[config.mk]
export PLATFORM = sky130hd
export DESIGN_NAME = mcu_seq
export DESIGN_NICKNAME = d
export VERILOG_FILES = /design/src/design/mcu_pkg.sv /design/src/design/mcu_seq.sv
export SDC_FILE = /design/constraint.sdc
export NUM_CORES = 1
export LEC_CHECK = 0
export ABC_AREA = 1
export BUFFER_PORTS_ARGS = -buffer_cell sky130_fd_sc_hd__buf_2
export CAP_MARGIN = 20
export CORE_AREA = 4 4 98 100
export CTS_CLUSTER_DIAMETER = 40
export DETAILED_ROUTE_END_ITERATION = 6
export DIE_AREA = 0 0 102 104
export GPL_ROUTABILITY_DRIVEN = 0
export PLACE_DENSITY_LB_ADDON = 0.1
export SLEW_MARGIN = 10
export SYNTH_ARGS = -nofsm -noshare
export SYNTH_HDL_FRONTEND = slang
export SYNTH_SLANG_ARGS = --single-unit
[constraint.sdc]
create_clock -name i_clk -period 2.6 [get_ports i_clk]
set_input_delay 0.39 -clock i_clk [delete_from_list [all_inputs] [get_ports i_clk]]
set_output_delay 0.39 -clock i_clk [all_outputs]
set_load 0.01 [all_outputs]
[src/design/mcu_pkg.sv]
// shared types, codes and helpers for the microprogram control unit
// no dependencies
package mcu_pkg;

    localparam int STORE_DEPTH = 256;
    localparam int STORE_AW    = $clog2(STORE_DEPTH);
    localparam int ADDR_W      = 8;
    localparam int WORD_W      = 32;
    localparam int SEL_W       = 4;
    localparam int ONEHOT_W    = 16;

    // one past the last store address, wide enough to hold the depth itself
    localparam logic [ADDR_W:0] STORE_LIMIT = (ADDR_W+1)'(STORE_DEPTH);

    // operation codes
    localparam logic [1:0] OP_STEP     = 2'd0;
    localparam logic [1:0] OP_WRITE    = 2'd1;
    localparam logic [1:0] OP_PC_RESET = 2'd2;

    // subcycle numbers that do work
    localparam logic [2:0] SUB_FETCH   = 3'd1;
    localparam logic [2:0] SUB_BUS     = 3'd2;
    localparam logic [2:0] SUB_ADVANCE = 3'd4;

    // branch conditions
    localparam logic [1:0] COND_NONE   = 2'd0;
    localparam logic [1:0] COND_NEG    = 2'd1;
    localparam logic [1:0] COND_ZERO   = 2'd2;
    localparam logic [1:0] COND_ALWAYS = 2'd3;

    typedef struct packed {
        logic [1:0]        operation;
        logic [2:0]        subcycle;
        logic              n_flag;
        logic              z_flag;
        logic [ADDR_W-1:0] store_address;
        logic [WORD_W-1:0] store_word;
    } t_in_item;

    typedef struct packed {
        logic                amux;
        logic [1:0]          alu_op;
        logic [1:0]          shift_op;
        logic                mbr_load;
        logic                mar_load;
        logic                mem_read;
        logic                mem_write;
        logic [ONEHOT_W-1:0] a_enable;
        logic [ONEHOT_W-1:0] b_enable;
        logic [ONEHOT_W-1:0] c_enable;
        logic [ADDR_W-1:0]   micro_pc_now;
    } t_out_item;

    // control store write request
    typedef struct packed {
        logic              en;
        logic [ADDR_W-1:0] addr;
        logic [WORD_W-1:0] word;
    } t_store_wr;

    // microword bit 0 is word bit 31
    function automatic logic [1:0] mw_cond(input logic [WORD_W-1:0] w);
        mw_cond = w[30:29];
    endfunction

    function automatic logic mw_enc(input logic [WORD_W-1:0] w);
        mw_enc = w[20];
    endfunction

    function automatic logic [SEL_W-1:0] mw_c(input logic [WORD_W-1:0] w);
        mw_c = w[19:16];
    endfunction

    function automatic logic [SEL_W-1:0] mw_b(input logic [WORD_W-1:0] w);
        mw_b = w[15:12];
    endfunction

    function automatic logic [SEL_W-1:0] mw_a(input logic [WORD_W-1:0] w);
        mw_a = w[11:8];
    endfunction

    function automatic logic [ADDR_W-1:0] mw_addr(input logic [WORD_W-1:0] w);
        mw_addr = w[7:0];
    endfunction

    function automatic logic [ONEHOT_W-1:0] one_hot(input logic [SEL_W-1:0] sel);
        one_hot = ONEHOT_W'(1) << sel;
    endfunction

endpackage

[src/design/mcu_seq.sv]
// sequencer state: micro-instruction, micro-pc and held bus enables
// depends on mcu_pkg
module mcu_seq (
    input  logic                       i_clk,
    input  logic                       i_rst_n,
    input  logic                       i_advance,
    input  mcu_pkg::t_in_item          i_item,
    input  logic [mcu_pkg::WORD_W-1:0] i_store_word,
    output mcu_pkg::t_store_wr         o_store_wr,
    output logic [mcu_pkg::ADDR_W-1:0] o_pc_next,
    output mcu_pkg::t_out_item         o_result
);
    import mcu_pkg::*;

    logic [WORD_W-1:0]   r_mi;
    logic [ADDR_W-1:0]   r_pc;
    logic [ONEHOT_W-1:0] r_a;
    logic [ONEHOT_W-1:0] r_b;
    logic [ONEHOT_W-1:0] r_c;

    logic [WORD_W-1:0]   n_mi;
    logic [ADDR_W-1:0]   n_pc;
    logic [ONEHOT_W-1:0] n_a;
    logic [ONEHOT_W-1:0] n_b;
    logic [ONEHOT_W-1:0] n_c;
    logic                jump;

    always_comb begin
        unique case (mw_cond(r_mi))
            COND_ALWAYS: jump = 1'b1;
            COND_ZERO:   jump = i_item.z_flag;
            COND_NEG:    jump = i_item.n_flag;
            default:     jump = 1'b0;
        endcase
    end

    always_comb begin
        n_mi       = r_mi;
        n_pc       = r_pc;
        n_a        = r_a;
        n_b        = r_b;
        n_c        = r_c;
        o_store_wr = '0;
        if (i_advance) begin
            unique case (i_item.operation)
                OP_STEP: begin
                    unique case (i_item.subcycle)
                        SUB_FETCH: begin
                            n_mi = i_store_word;
                        end
                        SUB_BUS: begin
                            n_a = one_hot(mw_a(r_mi));
                            n_b = one_hot(mw_b(r_mi));
                        end
                        SUB_ADVANCE: begin
                            n_c  = mw_enc(r_mi) ? one_hot(mw_c(r_mi)) : '0;
                            n_pc = jump ? mw_addr(r_mi) : r_pc + ADDR_W'(1);
                        end
                        default: ;
                    endcase
                end
                OP_WRITE: begin
                    o_store_wr.en   = 1'b1;
                    o_store_wr.addr = i_item.store_address;
                    o_store_wr.word = i_item.store_word;
                end
                OP_PC_RESET: begin
                    n_pc = '0;
                end
                default: ;
            endcase
        end
    end

    always_ff @(posedge i_clk) begin
        if (!i_rst_n) begin
            r_mi <= '0;
            r_pc <= '0;
            r_a  <= '0;
            r_b  <= '0;
            r_c  <= '0;
        end else begin
            r_mi <= n_mi;
            r_pc <= n_pc;
            r_a  <= n_a;
            r_b  <= n_b;
            r_c  <= n_c;
        end
    end

    assign o_pc_next = n_pc;

    always_comb begin
        o_result.amux         = n_mi[31];
        o_result.alu_op       = n_mi[28:27];
        o_result.shift_op     = n_mi[26:25];
        o_result.mbr_load     = n_mi[24];
        o_result.mar_load     = n_mi[23];
        o_result.mem_read     = n_mi[22];
        o_result.mem_write    = n_mi[21];
        o_result.a_enable     = n_a;
        o_result.b_enable     = n_b;
        o_result.c_enable     = n_c;
        o_result.micro_pc_now = n_pc;
    end

endmodule

==> metrics.cfg <==
[run_status]
status=finished, final reports clean

[logic_synthesis]
post_synth.cell_area_avg_um2=6.26
main_synth_ff_type=sky130_fd_sc_hd__dfxtp_1
synth_fp_nets=786
synth-async-reset-ratio=0
fraction_of_the_yosys_area_taken_by_sequential_cells=0.400
synth-seq-cells=88
synth_cell_type_count=26
synth_edf_count=0
netlist_area_um2=4400
yosysWarnings=0
synthesis.instances=703

[min_path]
timing.hold.worst_path_depth=3
hold_path.class=in -> reg

[global_routing]
global_route_wire_length_before_repair_um=20200
initial_antenna_violation_count=0
globalRoute.totalOverflow=0
vias_in_the_first_global_route=4552
grt_util_all_layers=0.231
grt_max_degree=36

[detailed_routing]
drcViolationCount=0
route.met2.wl_um=6280
topRoutingLayerUsed=met4
post_drt_via_cell_ratio=4.93
drt_pass1_iterations=5
route.met3.wl_um=773
routed-via-count=4878
met1_length_um=5350
drt-total-wl_um=12600
drtAntennaViolNets=0
drt_first_iter_violations=233
routedWlPerCell_um=12.7

[finish]
antenna_cells=0
layout.cells.most_common_list=197 x sky130_fd_sc_hd__nand2_1, 195 x sky130_fd_sc_hd__buf_2, 113 x sky130_fd_sc_hd__nor2_1
final_cell_count_no_fill=990
area.growth.synth_to_final_pct=26.7
layout.cells.most_common=sky130_fd_sc_hd__nand2_1
total_nets_final=960
drive_above_1_share=0.264

[power_and_ir_drop]
clockPowerShare=0.387
power.density_cell_area_nw_per_um2=462
power_switching_share=0.251
combinational_power_share=0.085
vdd.ir_drop.worst_mv=0.305
power.static_leakage_uw=0.00320
cell_internal_pwr_uw=1930
netSwitchingPower_uw=647
pwr-share-seq=0.528

[worst_setup_path]
reg2reg_setup_slack_ns=1.18
worstSetupPathType=reg -> out
worstSetupEndpointType=primary output
worstPathArrival_ns=1.84
setup.worst_path.start_class=register
r2r_cells=9
critical_path_required_ns=2.21
cp_max_fo=13

[timing]
setup_viol_count_final=0
finalHoldWorstSlack_ns=0.296
fmax_mhz=448
grt_setup_unrepaired=no
max_slew.worst_pin.slew_ns=0.592
timing.final.crit_period_ns=2.23
slew_margin_rel=0.605
timing_max_transition_violations_final=0
final_min_period_over_clock_period=0.858
setup-tns-final_ns=0
final.setup_skew_ns=0.0144
timing.final.hold_violations=0

[place]
dp_cells=974
io_buffers=195
dp_hpwl_um=9880

[floorplan]
chipWidth_um=102
die_height_um=104
placement_rows=34
initial_core_util=0.507
floorplan.die_area_um2=10600
i_o_pin_cnt=196
fp.coreArea_um2=8680

[cts]
tritoncts.num_buffers=9
cts.repair.resized=0
clockRootBuffer=sky130_fd_sc_hd__clkbuf_8
clock_network_latency_to_the_later_pin_of_the_worst_skew_pair_ns=0.35
postCtsSetupRepairBufs=0
cts_tree=done
cts-hold-fix-buffers=0
cts_max_path_buffers=2
htreeDepth=3
clk_transition_reported_paths_ns=0.09
tritoncts_num_sinks=88

[run]
maxCapViolations=0

metal layers:
layer | GRT usage | vias to the layer above
li1 | - | 2507
met2 | 0.396 | 171
met3 | 0.0423 | 20
met1 | 0.289 | 2180
met5 | 0 | -
met4 | 0.0769 | 0
Yosys cell counts, types with 2 or more instances:
| library cell | number | share of area |
|---|---|---|
| sky130_fd_sc_hd__clkbuf_1 | 16 | 0.014 |
| sky130_fd_sc_hd__nand3_1 | 39 | 0.044 |
| sky130_fd_sc_hd__inv_1 | 83 | 0.071 |
| sky130_fd_sc_hd__buf_2 | 10 | 0.011 |
| sky130_fd_sc_hd__nand2_1 | 197 | 0.17 |
| sky130_fd_sc_hd__buf_4 | 12 | 0.020 |
| sky130_fd_sc_hd__o21ai_1 | 11 | 0.013 |
| sky130_fd_sc_hd__o21ai_0 | 29 | 0.033 |
| sky130_fd_sc_hd__a21oi_1 | 75 | 0.085 |
| sky130_fd_sc_hd__nor3_1 | 2 | 0.0023 |
| sky130_fd_sc_hd__or2_2 | 2 | 0.0028 |
| sky130_fd_sc_hd__inv_2 | 6 | 0.0051 |
| sky130_fd_sc_hd__clkinv_1 | 2 | 0.0017 |
| sky130_fd_sc_hd__or2_1 | 8 | 0.011 |
| sky130_fd_sc_hd__dfxtp_1 | 88 | 0.40 |
| sky130_fd_sc_hd__nor2_1 | 113 | 0.096 |
kinds of logic after synthesis:
family / count (synthesis) / synth area share
AO/OA/AOI/OAI: 117 / 0.134
buffers and inverters: 130 / 0.126
AND/OR/NAND/NOR: 367 / 0.337
flip-flops: 88 / 0.400
adder cells (fa/ha/maj): 1 / 0.00284
registers in the layout, summed over array words and instances, names as in the netlist:
register	count
r_a	16
r_b	16
r_mi	32
r_c	16
r_pc	8
final cells by class:
type / instances / area, um2
timing repair buffer: 202 / 1040
clock buffer: 10 / 138
inverter: 91 / 342
sequential: 88 / 1760
multi-input combinational: 485 / 2090
tap: 108 / 135
clock inverter: 6 / 72.6
fill: 859 / 3100
worst max-delay path, cell delays in order (launching register included):
cell	delay, ns
sky130_fd_sc_hd__dfxtp_1	0.33
sky130_fd_sc_hd__inv_1	0.05
sky130_fd_sc_hd__nand2_1	0.08
sky130_fd_sc_hd__nand2_1	0.24
sky130_fd_sc_hd__inv_1	0.23
sky130_fd_sc_hd__nand2_1	0.07
sky130_fd_sc_hd__nand3_1	0.07
sky130_fd_sc_hd__nand2_1	0.05
sky130_fd_sc_hd__nand2_1	0.05
sky130_fd_sc_hd__nand2_1	0.06
sky130_fd_sc_hd__inv_1	0.12
sky130_fd_sc_hd__buf_2	0.15
through the flow:
step / utilization / instance area, um2 / total power, uW / setup WS, ns
floorplan: - / 4400 / 1500 / 0.870
global placement: 0.618 / 5370 / 1610 / 0.479
detailed placement: 0.618 / 5370 / 1610 / 0.446
CTS: 0.643 / 5580 / 2600 / 0.336
global route: 0.643 / 5580 / 2680 / 0.166
finish: 0.643 / 5580 / 2580 / 0.370
power groups by stage:
stage	Sequential, uW	Clock (uW)	Combinational, uW
2_1_floorplan	1390	0	109
3_3_place_gp	1390	0	214
3_5_place_dp	1390	0	218
4_1_cts	1360	1020	220
5_1_grt	1360	1070	245
6_report	1360	998	218
worst paths after layout:
kind	startpoint	to
worst max-delay path	r_mi[29]$_SDFFE_PN0P_	o_result[0]
worst min-delay path	i_store_word[3]	r_mi[3]$_SDFFE_PN0P_
worst max register to register	r_pc[0]$_SDFF_PN0_	r_pc[6]$_SDFF_PN0_
worst min register to register	r_mi[7]$_SDFFE_PN0P_	r_mi[7]$_SDFFE_PN0P_
Power figures use the tool's default switching activity.
